## src/design/qbps_pkg.sv

```systemverilog
// Package for the quadratic Bezier path stepper.
// Shared widths, register indexes, sequencer states and the control word.
// No dependencies.
`default_nettype none

package qbps_pkg;

    // default field widths and fixed formats
    localparam int CoordWidthDef = 20;   // signed Q11.8 coordinates
    localparam int TFracDef      = 16;   // fraction bits of t
    localparam int StepW         = 16;   // time_step, unsigned Q0.16
    localparam int RateW         = 16;   // flight_rate, unsigned Q8.8
    localparam int RateProdFrac  = 24;   // fraction bits of step * rate
    localparam int RegIdxW       = 2;    // config register index width
    localparam int Axes          = 3;

    localparam logic [RateW-1:0] RateReset = 16'd256;  // 1.0 in Q8.8

    // configuration register indexes
    typedef enum logic [RegIdxW-1:0] {
        REG_START   = 2'd0,
        REG_CONTROL = 2'd1,
        REG_END     = 2'd2,
        REG_RATE    = 2'd3
    } t_reg_idx;

    // sequencer states
    typedef enum logic [3:0] {
        ST_IDLE,
        ST_INC,     // step * rate
        ST_TUP,     // advance t, saturate
        ST_USQ,     // u * u
        ST_TSQ,     // t * t, round w0
        ST_W1,      // round w2, form w1
        ST_MAC,     // nine weight * coordinate products
        ST_DRAIN,   // last product lands in the z point register
        ST_OUT      // hand the point to the output register
    } t_state;

    // which control point a blend term uses
    typedef enum logic [1:0] {
        TERM_P0,
        TERM_P1,
        TERM_P2
    } t_term;

    // control word from sequencer to datapath
    typedef struct packed {
        logic       clr_t;     // restart request: t back to zero
        logic       take;      // tick request taken: latch time_step
        logic       inc;
        logic       tup;
        logic       sq_u;
        logic       sq_t;
        logic       w1;
        logic       mac;
        t_term      term;
        logic [1:0] axis;
    } t_ctrl;

endpackage

`default_nettype wire

```

## src/design/qbps_dpath.sv

```systemverilog
// Datapath of the path stepper: one shared signed multiplier, t and weight
// registers, the blend accumulator and the per-axis point registers.
// Depends on qbps_pkg.
`default_nettype none

module qbps_dpath
    import qbps_pkg::*;
#(
    parameter int COORD_WIDTH = CoordWidthDef,
    parameter int T_FRAC_BITS = TFracDef
) (
    input  logic                          i_clk,
    input  logic                          i_rst_n,
    input  t_ctrl                         i_ctrl,
    input  logic [StepW-1:0]              i_step,
    input  logic [RateW-1:0]              i_rate,
    input  logic [3*COORD_WIDTH-1:0]      i_p0,
    input  logic [3*COORD_WIDTH-1:0]      i_p1,
    input  logic [3*COORD_WIDTH-1:0]      i_p2,
    output logic                          o_sat,
    output logic signed [COORD_WIDTH-1:0] o_pos_x,
    output logic signed [COORD_WIDTH-1:0] o_pos_y,
    output logic signed [COORD_WIDTH-1:0] o_pos_z,
    output logic                          o_arrived
);

    localparam int CW  = COORD_WIDTH;
    localparam int TF  = T_FRAC_BITS;
    localparam int WW  = TF + 1;                         // t, u and weights
    localparam int IW  = TF + 8;                         // increment of t
    localparam int SW  = TF + 9;                         // t + increment
    localparam int SH  = RateProdFrac - TF;
    localparam int MA  = (WW > StepW) ? WW : StepW;      // unsigned operand
    localparam int MB0 = (CW > TF + 2) ? CW : TF + 2;
    localparam int MB  = (MB0 > RateW + 1) ? MB0 : RateW + 1;  // signed operand
    localparam int PW  = MA + MB + 1;
    localparam int QW  = 2 * TF + 2;                     // square plus half
    localparam int AW  = TF + CW + 2;                    // blend accumulator

    localparam logic [WW-1:0] TOne    = {1'b1, {TF{1'b0}}};
    localparam logic [QW-1:0] SqHalf  = QW'(1) << (TF - 1);
    localparam logic [AW-1:0] AccHalf = AW'(1) << (TF - 1);

    logic [StepW-1:0]         r_step;
    logic [WW-1:0]            r_t;
    logic                     r_arrived;
    logic [WW-1:0]            r_w0, r_w1, r_w2;
    logic signed [PW-1:0]     r_prod;
    logic                     r_mac_v;
    t_term                    r_mac_term;
    logic [1:0]               r_mac_axis;
    logic signed [AW-1:0]     r_acc;
    logic signed [CW-1:0]     r_pos_x, r_pos_y, r_pos_z;

    logic [MA-1:0]            op_a;
    logic signed [MB-1:0]     op_b;
    logic signed [PW-1:0]     prod;
    logic [WW-1:0]            u_val;
    logic [WW-1:0]            sel_w;
    logic [3*CW-1:0]          sel_pt;
    logic signed [CW-1:0]     sel_c;
    logic [IW-1:0]            inc;
    logic [SW-1:0]            t_sum;
    logic                     sat;
    logic [QW-1:0]            sq_rnd;
    logic [WW-1:0]            w_rnd;
    logic signed [AW-1:0]     term_prod;
    logic signed [AW-1:0]     acc_fin;

    assign u_val = TOne - r_t;

    // operand selection for the shared multiplier
    always_comb begin
        op_a   = '0;
        op_b   = '0;
        sel_w  = r_w0;
        sel_pt = i_p0;
        case (i_ctrl.term)
            TERM_P0: begin
                sel_w  = r_w0;
                sel_pt = i_p0;
            end
            TERM_P1: begin
                sel_w  = r_w1;
                sel_pt = i_p1;
            end
            TERM_P2: begin
                sel_w  = r_w2;
                sel_pt = i_p2;
            end
            default: begin
                sel_w  = r_w0;
                sel_pt = i_p0;
            end
        endcase
        case (i_ctrl.axis)
            2'd0:    sel_c = sel_pt[0 +: CW];
            2'd1:    sel_c = sel_pt[CW +: CW];
            2'd2:    sel_c = sel_pt[2*CW +: CW];
            default: sel_c = sel_pt[0 +: CW];
        endcase
        if (i_ctrl.inc) begin
            op_a = MA'(r_step);
            op_b = MB'(i_rate);
        end else if (i_ctrl.sq_u) begin
            op_a = MA'(u_val);
            op_b = MB'(u_val);
        end else if (i_ctrl.sq_t) begin
            op_a = MA'(r_t);
            op_b = MB'(r_t);
        end else if (i_ctrl.mac) begin
            op_a = MA'(sel_w);
            op_b = MB'(sel_c);
        end
    end

    assign prod = $signed({1'b0, op_a}) * op_b;

    // t advance from the registered step * rate
    assign inc   = r_prod[SH +: IW];
    assign t_sum = SW'(r_t) + SW'(inc);
    assign sat   = (t_sum >= SW'(TOne));
    assign o_sat = i_ctrl.tup & sat;

    // rounded square, half up
    assign sq_rnd = r_prod[QW-1:0] + SqHalf;
    assign w_rnd  = sq_rnd[TF +: WW];

    // blend accumulation; the rounding half rides in with the first term
    assign term_prod = r_prod[AW-1:0];
    assign acc_fin   = r_acc + term_prod;

    always_ff @(posedge i_clk) begin
        if (!i_rst_n) begin
            r_t       <= '0;
            r_arrived <= 1'b0;
            r_mac_v   <= 1'b0;
        end else begin
            r_mac_v <= i_ctrl.mac;
            if (i_ctrl.clr_t) begin
                r_t <= '0;
            end else if (i_ctrl.tup) begin
                r_t       <= sat ? TOne : t_sum[WW-1:0];
                r_arrived <= sat;
            end
        end
    end

    always_ff @(posedge i_clk) begin
        r_prod     <= prod;
        r_mac_term <= i_ctrl.term;
        r_mac_axis <= i_ctrl.axis;
        if (i_ctrl.take) begin
            r_step <= i_step;
        end
        if (i_ctrl.sq_t) begin
            r_w0 <= w_rnd;
        end
        if (i_ctrl.w1) begin
            r_w2 <= w_rnd;
            r_w1 <= TOne - r_w0 - w_rnd;
        end
        if (r_mac_v) begin
            case (r_mac_term)
                TERM_P0: r_acc <= term_prod + $signed(AccHalf);
                TERM_P1: r_acc <= acc_fin;
                TERM_P2: begin
                    case (r_mac_axis)
                        2'd0:    r_pos_x <= acc_fin[TF +: CW];
                        2'd1:    r_pos_y <= acc_fin[TF +: CW];
                        2'd2:    r_pos_z <= acc_fin[TF +: CW];
                        default: r_pos_x <= acc_fin[TF +: CW];
                    endcase
                end
                default: r_acc <= acc_fin;
            endcase
        end
    end

    assign o_pos_x   = r_pos_x;
    assign o_pos_y   = r_pos_y;
    assign o_pos_z   = r_pos_z;
    assign o_arrived = r_arrived;

endmodule

`default_nettype wire

```

## src/design/qbps_ctrl.sv

```systemverilog
// Sequencer of the path stepper: flight flag, request handshake and the
// per-cycle schedule of the shared multiplier.
// Depends on qbps_pkg.
`default_nettype none

module qbps_ctrl
    import qbps_pkg::*;
(
    input  logic  i_clk,
    input  logic  i_rst_n,
    input  logic  i_in_valid,
    input  logic  i_in_restart,
    input  logic  i_sat,
    input  logic  i_out_free,
    output logic  o_in_ready,
    output logic  o_load_out,
    output t_ctrl o_ctrl
);

    t_state     r_state, n_state;
    logic       r_flying, n_flying;
    t_term      r_term, n_term;
    logic [1:0] r_axis, n_axis;

    // state register
    always_ff @(posedge i_clk) begin
        if (!i_rst_n) begin
            r_state  <= ST_IDLE;
            r_flying <= 1'b0;
            r_term   <= TERM_P0;
            r_axis   <= '0;
        end else begin
            r_state  <= n_state;
            r_flying <= n_flying;
            r_term   <= n_term;
            r_axis   <= n_axis;
        end
    end

    // next state and schedule
    always_comb begin
        n_state    = r_state;
        n_flying   = r_flying;
        n_term     = r_term;
        n_axis     = r_axis;
        o_ctrl     = '0;
        o_in_ready = 1'b0;
        o_load_out = 1'b0;
        case (r_state)
            ST_IDLE: begin
                o_in_ready = 1'b1;
                if (i_in_valid) begin
                    if (i_in_restart) begin
                        o_ctrl.clr_t = 1'b1;
                        n_flying     = 1'b1;
                    end else if (r_flying) begin
                        o_ctrl.take = 1'b1;
                        n_state     = ST_INC;
                    end
                end
            end
            ST_INC: begin
                o_ctrl.inc = 1'b1;
                n_state    = ST_TUP;
            end
            ST_TUP: begin
                o_ctrl.tup = 1'b1;
                if (i_sat) begin
                    n_flying = 1'b0;
                end
                n_state = ST_USQ;
            end
            ST_USQ: begin
                o_ctrl.sq_u = 1'b1;
                n_state     = ST_TSQ;
            end
            ST_TSQ: begin
                o_ctrl.sq_t = 1'b1;
                n_state     = ST_W1;
            end
            ST_W1: begin
                o_ctrl.w1 = 1'b1;
                n_term    = TERM_P0;
                n_axis    = '0;
                n_state   = ST_MAC;
            end
            ST_MAC: begin
                o_ctrl.mac  = 1'b1;
                o_ctrl.term = r_term;
                o_ctrl.axis = r_axis;
                case (r_term)
                    TERM_P0: n_term = TERM_P1;
                    TERM_P1: n_term = TERM_P2;
                    default: begin
                        n_term = TERM_P0;
                        if (r_axis == 2'(Axes - 1)) begin
                            n_state = ST_DRAIN;
                        end else begin
                            n_axis = r_axis + 2'd1;
                        end
                    end
                endcase
            end
            ST_DRAIN: begin
                n_state = ST_OUT;
            end
            ST_OUT: begin
                if (i_out_free) begin
                    o_load_out = 1'b1;
                    n_state    = ST_IDLE;
                end
            end
            default: begin
                n_state = ST_IDLE;
            end
        endcase
    end

endmodule

`default_nettype wire

```

## src/design/quadratic_bezier_path_stepper.sv

```systemverilog
// Top level of the quadratic Bezier path stepper: configuration registers,
// output register, sequencer and shared-multiplier datapath.
// Depends on qbps_pkg, qbps_ctrl and qbps_dpath.
//
//  channel   | direction | tdata                       | tuser
//  ----------+-----------+-----------------------------+---------
//  s_axis    | in        | time_step                   | restart
//  m_axis    | out       | pos_x, pos_y, pos_z, pad 0  | arrived
//  cfg       | in        | we / addr / data, no read   | -
//
// A tick request that produces a point passes from acceptance to the output
// register through twelve passes of the one multiplier (step * rate,
// u squared, t squared, nine weight * coordinate products) and a drain state;
// the next request can be taken in the cycle after the point is loaded.
// Restart requests and ticks while not in flight give no point.
// Reset is synchronous, active low: flight disarmed, t zero, points zero,
// rate 1.0. The next request is taken while a point waits on a stalled
// output; a new point waits in the sequencer until the output register frees.
`default_nettype none

module quadratic_bezier_path_stepper
    import qbps_pkg::*;
#(
    parameter int COORD_WIDTH = CoordWidthDef,
    parameter int T_FRAC_BITS = TFracDef
) (
    input  logic                                i_clk,
    input  logic                                i_rst_n,
    // request side
    input  logic                                i_s_axis_tvalid,
    output logic                                o_s_axis_tready,
    input  logic [StepW-1:0]                    i_s_axis_tdata,  // time_step
    input  logic                                i_s_axis_tuser,  // restart
    // result side
    output logic                                o_m_axis_tvalid,
    input  logic                                i_m_axis_tready,
    // pos_x, pos_y, pos_z, zero pad
    output logic [((3*COORD_WIDTH+7)/8)*8-1:0]  o_m_axis_tdata,
    output logic                                o_m_axis_tuser,  // arrived
    // configuration
    input  logic                                i_cfg_we,
    input  logic [RegIdxW-1:0]                  i_cfg_addr,
    input  logic [3*COORD_WIDTH-1:0]            i_cfg_data
);

    localparam int PtW      = 3 * COORD_WIDTH;
    localparam int OutDataW = ((PtW + 7) / 8) * 8;

    logic [PtW-1:0]   r_p0, r_p1, r_p2;
    logic [RateW-1:0] r_rate;
    logic             r_out_valid;
    logic [PtW-1:0]   r_out_pos;
    logic             r_out_arrived;

    t_ctrl                         ctrl;
    logic                          sat;
    logic                          load_out;
    logic                          out_free;
    logic signed [COORD_WIDTH-1:0] pos_x, pos_y, pos_z;
    logic                          arrived;

    // configuration registers
    always_ff @(posedge i_clk) begin
        if (!i_rst_n) begin
            r_p0   <= '0;
            r_p1   <= '0;
            r_p2   <= '0;
            r_rate <= RateReset;
        end else if (i_cfg_we) begin
            case (t_reg_idx'(i_cfg_addr))
                REG_START:   r_p0   <= i_cfg_data;
                REG_CONTROL: r_p1   <= i_cfg_data;
                REG_END:     r_p2   <= i_cfg_data;
                REG_RATE:    r_rate <= i_cfg_data[RateW-1:0];
                default:     r_rate <= r_rate;
            endcase
        end
    end

    assign out_free = !r_out_valid || i_m_axis_tready;

    qbps_ctrl u_ctrl (
        .i_clk        (i_clk),
        .i_rst_n      (i_rst_n),
        .i_in_valid   (i_s_axis_tvalid),
        .i_in_restart (i_s_axis_tuser),
        .i_sat        (sat),
        .i_out_free   (out_free),
        .o_in_ready   (o_s_axis_tready),
        .o_load_out   (load_out),
        .o_ctrl       (ctrl)
    );

    qbps_dpath #(
        .COORD_WIDTH (COORD_WIDTH),
        .T_FRAC_BITS (T_FRAC_BITS)
    ) u_dpath (
        .i_clk     (i_clk),
        .i_rst_n   (i_rst_n),
        .i_ctrl    (ctrl),
        .i_step    (i_s_axis_tdata),
        .i_rate    (r_rate),
        .i_p0      (r_p0),
        .i_p1      (r_p1),
        .i_p2      (r_p2),
        .o_sat     (sat),
        .o_pos_x   (pos_x),
        .o_pos_y   (pos_y),
        .o_pos_z   (pos_z),
        .o_arrived (arrived)
    );

    // output register
    always_ff @(posedge i_clk) begin
        if (!i_rst_n) begin
            r_out_valid <= 1'b0;
        end else if (load_out) begin
            r_out_valid <= 1'b1;
        end else if (i_m_axis_tready) begin
            r_out_valid <= 1'b0;
        end
    end

    always_ff @(posedge i_clk) begin
        if (load_out) begin
            r_out_pos     <= {pos_z, pos_y, pos_x};
            r_out_arrived <= arrived;
        end
    end

    assign o_m_axis_tvalid = r_out_valid;
    assign o_m_axis_tdata  = OutDataW'(r_out_pos);
    assign o_m_axis_tuser  = r_out_arrived;

endmodule

`default_nettype wire

```

## config.mk

```make
export PLATFORM = sky130hd
export DESIGN_NAME = quadratic_bezier_path_stepper
export DESIGN_NICKNAME = d
export VERILOG_FILES = /design/src/design/qbps_pkg.sv /design/src/design/qbps_dpath.sv /design/src/design/qbps_ctrl.sv /design/src/design/quadratic_bezier_path_stepper.sv
export SDC_FILE = /design/constraint.sdc
export NUM_CORES = 2
export LEC_CHECK = 0
export ABC_CLOCK_PERIOD_IN_PS = 13700
export BUFFER_PORTS_ARGS = -buffer_cell sky130_fd_sc_hd__buf_2
export CAP_MARGIN = 40
export CELL_PAD_IN_SITES_DETAIL_PLACEMENT = 0
export CELL_PAD_IN_SITES_GLOBAL_PLACEMENT = 2
export CORE_ASPECT_RATIO = 1.4
export CORE_MARGIN = 4
export CORE_UTILIZATION = 44
export CTS_CLUSTER_DIAMETER = 80
export CTS_CLUSTER_SIZE = 10
export DETAILED_ROUTE_END_ITERATION = 10
export GPL_TIMING_DRIVEN = 0
export PLACE_DENSITY_LB_ADDON = 0.15
export SYNTH_ARGS = -nofsm -noshare
export SYNTH_HDL_FRONTEND = slang
export SYNTH_SLANG_ARGS = --single-unit
```

## constraint.sdc

```tcl
create_clock -name i_clk -period 13.7 [get_ports i_clk]
set_clock_uncertainty 0.1 [all_clocks]
set_input_delay 1.37 -clock i_clk [delete_from_list [all_inputs] [get_ports i_clk]]
set_output_delay 1.37 -clock i_clk [all_outputs]
set_load 0.01 [all_outputs]
```

### Yosys cells after proc, flatten, opt, wreduce, memory -nomap -nowiden

Cells that the tools add are included.

* register bits: 493
* input bits: 84
* logic and storage cells: 138
* output and inout bits: 67

* $lt $le $gt $ge: 1
* bitwise operators: 5
* reductions and logical operators: 24
* multiply operators: 1
* muxes and demuxes: 45
* add/subtract/negate cells: 8
* equal/unequal tests: 29

Operator list (count)
* $pmux W60 S2: 1
* $mux W17: 5
* $mux W20: 4
* $pmux W38 S2: 1
* $pmux W20 S2: 1
* $add A38 B17 Y38 const B: 1
* $add A38 B38 Y38: 1
* $mul A18 B20 Y38: 1
* $pmux W4 S9: 1
* $pmux W17 S2: 1
* $sub A17 B17 Y17 const A: 2
* $add A33 B16 Y33 const B: 1
* $add A17 B24 Y25: 1
* $ge A25 B17 Y1 const B: 1
* $mux W4: 6
* $sub A17 B17 Y17: 1
* $eq A4 B3 Y1 const B: 4
* $mux W1: 16
* $eq A2 B2 Y1 const B: 7
* $ne A2 B2 Y1 const B: 7
* $pmux W2 S2: 3
* $reduce_and A2 Y1: 6
* $reduce_and A3 Y1: 4
* $eq A2 B1 Y1 const B: 5
* other kinds (18): 32

### Depth between registers and ports, before layout

* depth in word-level cells: 10
* depth in mapped cells: 40
* gate-level depth less buffers: 34

### Cells and area by module

A second synthesis with hierarchy kept.

* cells, all modules: 3606
* area total of the unflattened synthesis: 35393.9 µm²

Modules (own cells, without submodules)
* qbps_dpath: cells each 2762, times used 1, area each 25575.8 µm², sequential area each 6075.8 µm²
* quadratic_bezier_path_stepper: cells each 774, times used 1, area each 9231.4 µm², sequential area each 5775.5 µm²
* qbps_ctrl: cells each 70, times used 1, area each 586.8 µm², sequential area each 180.2 µm²

### Worst setup path after synthesis

No wires, ideal clock.

* path kind: register -> register
* start point: reg u_ctrl.r_state[0]
* end point: reg u_dpath.r_prod[32]
* period minus slack after synthesis: 8.774 ns
* slack: 4.926 ns
* stages on the path, launching flop included: 36
* data arrival time: 8.552 ns
* required time: 13.478 ns
* library setup time: 0.122 ns
* cells stage by stage: dfxtp_1 > clkbuf_1 > nand2b_1 > nor2_1 > clkbuf_1 > clkbuf_1 > nand2_1 > inv_1 > ha_1 > clkbuf_1 > clkbuf_1 > a22oi_1 > a211oi_1 > a21o_1 > a21oi_1 > o21ai_0 > clkbuf_1 > nand2_1 > fa_1 > fa_1 > fa_1 > inv_1 > fa_1 > fa_1 > inv_1 > fa_1 > inv_1 > ha_1 > o21a_1 > o2111ai_1 > a211o_1 > a21oi_1 > a2bb2oi_1 > o21ai_0 > a31o_2 > a311o_1

RTL lines
* from (decl): RTL line qbps_ctrl.sv:20 `t_state r_state, n_state;`
* from (signal assigned): RTL line qbps_ctrl.sv:33 `r_state <= n_state;`
* to (signal assigned): RTL line qbps_dpath.sv:150 `r_prod <= prod;`
* to (decl): RTL line qbps_dpath.sv:48 `logic signed [PW-1:0] r_prod;`

==> results.toml <==
[die]
die_y_um = 345
die_width_um = 249
rows = 123
ios = 151
dieArea_mm2 = 0.0859
core_region_area_mm2 = 0.0805
start_util_pct = 44.4

[global_route]
grt_overflow = 0
antenna_found_initial = 3
grt_usage_pct = 28.2
grt_pass1_vias = 29100
grt_pass1_wl_um = 185000
grt_start_max_net_pins = 35

[clock_network]
insertion_delay_ns = 0.64
cts.sink_count = 489
cts_buffer_depth = 3
h-tree-depth = 2
clockRootBuffer = "clkbuf_16"
cts_tree = "built"
cts_buffers = 56
cts_resized = 0
ctsHoldBuffers = 0
clk_pin_slew_ns = 0.06
post_cts_buffers = 0

[route]
drt_iter0_markers = 1823
routed_wl_um = 122000
ant_nets = 0
vias = 28300
routedWlPerCell_um = 23.5
drc = 0
avgViaCountPerCell = 5.44
first_pass_iters = 6

[sta]
fin_setup_tns_ns = 0
finalCritPeriodShare_pct = 90.1
final_max_slew_viol_count = 0
period_needed_ns = 12.35
setup_viol = 0
relSlewSlack_pct = 21.9
worst_pin_slew_ns = 1.17
hold_ws_ns = 0.315
final_hold_viol_count = 0
max_freq_ghz = 0.0810
rsz0062_at_grt = "no"

[cells_and_area]
stdcell_count = 5195
fillers = 7835
drive_above_1_share_pct = 7.94
layout.nets = 4694
area_growth_pct = 11.5

[worst_setup_path]
worstPathRequired_ns = 14.07
slowest_stage = "buf_1"
arrival_ns = 12.72
cp-end-kind = "flop"
path_depth = 36
start_kind = "flop"
cp_max_fo = 10
slowest_delay_ns = 0.61
critPathBufInv = 11
reg2reg_depth = 36
crit_path_frequent_cell = "fa_1"
crit_type = "flop to flop"
crit_family = "adder cells"

[logic_synthesis]
yosysMostFrequentCell = "nand2_1"
ys_top_cells_by_count = "nand2_1 (711), inv_1 (462), fa_1 (332), nor2_1 (297), dfxtp_1 (265)"
synth_edf_count = 224
yosysSeqAreaShare_pct = 33.7
ys_warn_count = 0
synthFlopType = "dfxtp_1"
netlist.area_leader.share_pct = 18.8
synth.largest_area_cell = "edfxtp_1"
ys_types = 90
syn_avg_cell_area_um2 = 9.26
async_reset_ff_share_pct = 0
yosys-top-cells-area = "edfxtp_1 (19%), fa_1 (19%), dfxtp_1 (15%)"
synth_cells = 3859
netlist_area_mm2 = 0.0357
ys_ff_latch = 489

[flow_run]
cap_viol_max_count = 0

[power]
irDropWorstVdd_mv = 0.0913
p_leak_nw = 16.4
finalPower_w = 0.00370
power_density_mw_per_mm2 = 92.7

[run_status]
status = "complete, no violations"

[placed_design]
portBuffers = 144
placed_cells = 5101
gp_congestion = 0.948
dp_hpwl_um = 100000

[worst_hold_path]
hp-class = "flop to flop"
whs_path_depth = 0
-- cells by family (layout without fill, tap and decap cells) --
kind of cell,after synthesis,in the layout,share of synthesized area (%)
flip-flops,489,489,33.7
adder cells (fa/ha/maj),513,513,24.9
XOR/XNOR,105,105,2.57
other,1,6,0.0105
multiplexers,10,10,0.311
AND/OR/NAND/NOR,1227,1227,14.5
AO/OA/AOI/OAI,852,852,16.9
buffers and inverters,662,931,7.14
-- layout make-up --
type                       count  area, µm²  share of cell area (%)
antenna                        2       5.00                  0.0126
buffer                       199        816                    2.05
clock buffer                  86       1520                    3.82
clock inverter                 6        114                   0.286
inverter                     463       1740                    4.36
multi-input combinational   2711      21200                    53.2
sequential                   489      12000                    30.2
tap                         1062       1330                    3.33
timing repair buffer         177       1080                    2.70
-- power breakdown --
part | internal (W) | switching, W | total (W) | leakage, nW
sequential | 0.00157 | 0.0000423 | 0.00161 | 4.20
combinational | 0.000212 | 0.000484 | 0.000696 | 11.5
clock | 0.000765 | 0.000622 | 0.00139 | 0.779
-- state kept, by name, summed over array words and instances, names as in the netlist, 36 cells and up --
| name | count |
|---|---|
| r_p0 | 60 |
| u_dpath.r_prod | 36 |
| u_dpath.r_acc | 36 |
| r_out_pos | 60 |
| r_p1 | 60 |
| r_p2 | 60 |
-- placed cells by master (no fill, tap or decap), drive strengths merged, types with 23 or more instances in the layout --
cell type,count
a211oi,38
xor2,36
buf,224
a22o,54
nor2b,23
o21ai,121
fa,332
a21oi,151
a21boi,201
dfxtp,265
nor3,35
edfxtp,224
o21a,29
xnor2,69
nand3,34
nor2,297
a22oi,58
clkbuf,237
a21o,37
a221oi,31
ha,181
nand2,711
inv,465
-- stage by stage --
| stage | util [%] | setup slack [ns] | instance area (µm²) |
|---|---|---|---|
| after floorplan | - | 4.93 | 35800 |
| after global placement | 47.0 | 0.818 | 37800 |
| after detailed placement | 47.5 | 1.24 | 38200 |
| after CTS | 49.5 | 1.16 | 39800 |
| after global routing | 49.5 | 0.600 | 39800 |
| final | 49.5 | 1.35 | 39800 |
-- metal layers --
layer	vias to the layer above	track usage, %	wire, µm
met4	2	11.1	5930
met5	-	0	13
met3	219	3.23	5250
li1	13300	-	-
met1	14000	33.9	48000
met2	754	51.7	62800
-- path summary, 6_finish.rpt --
check	from	end	slack (ns)
max	u_ctrl.r_state[0]	u_dpath.r_prod[30]	1.35
min	u_dpath.o_pos_x[14]	r_out_pos[14]	0.32
max reg2reg	u_ctrl.r_state[0]	u_dpath.r_prod[30]	1.35
min reg2reg	u_dpath.o_pos_x[14]	r_out_pos[14]	0.32
No activity file was read; power rests on OpenSTA's default activity.
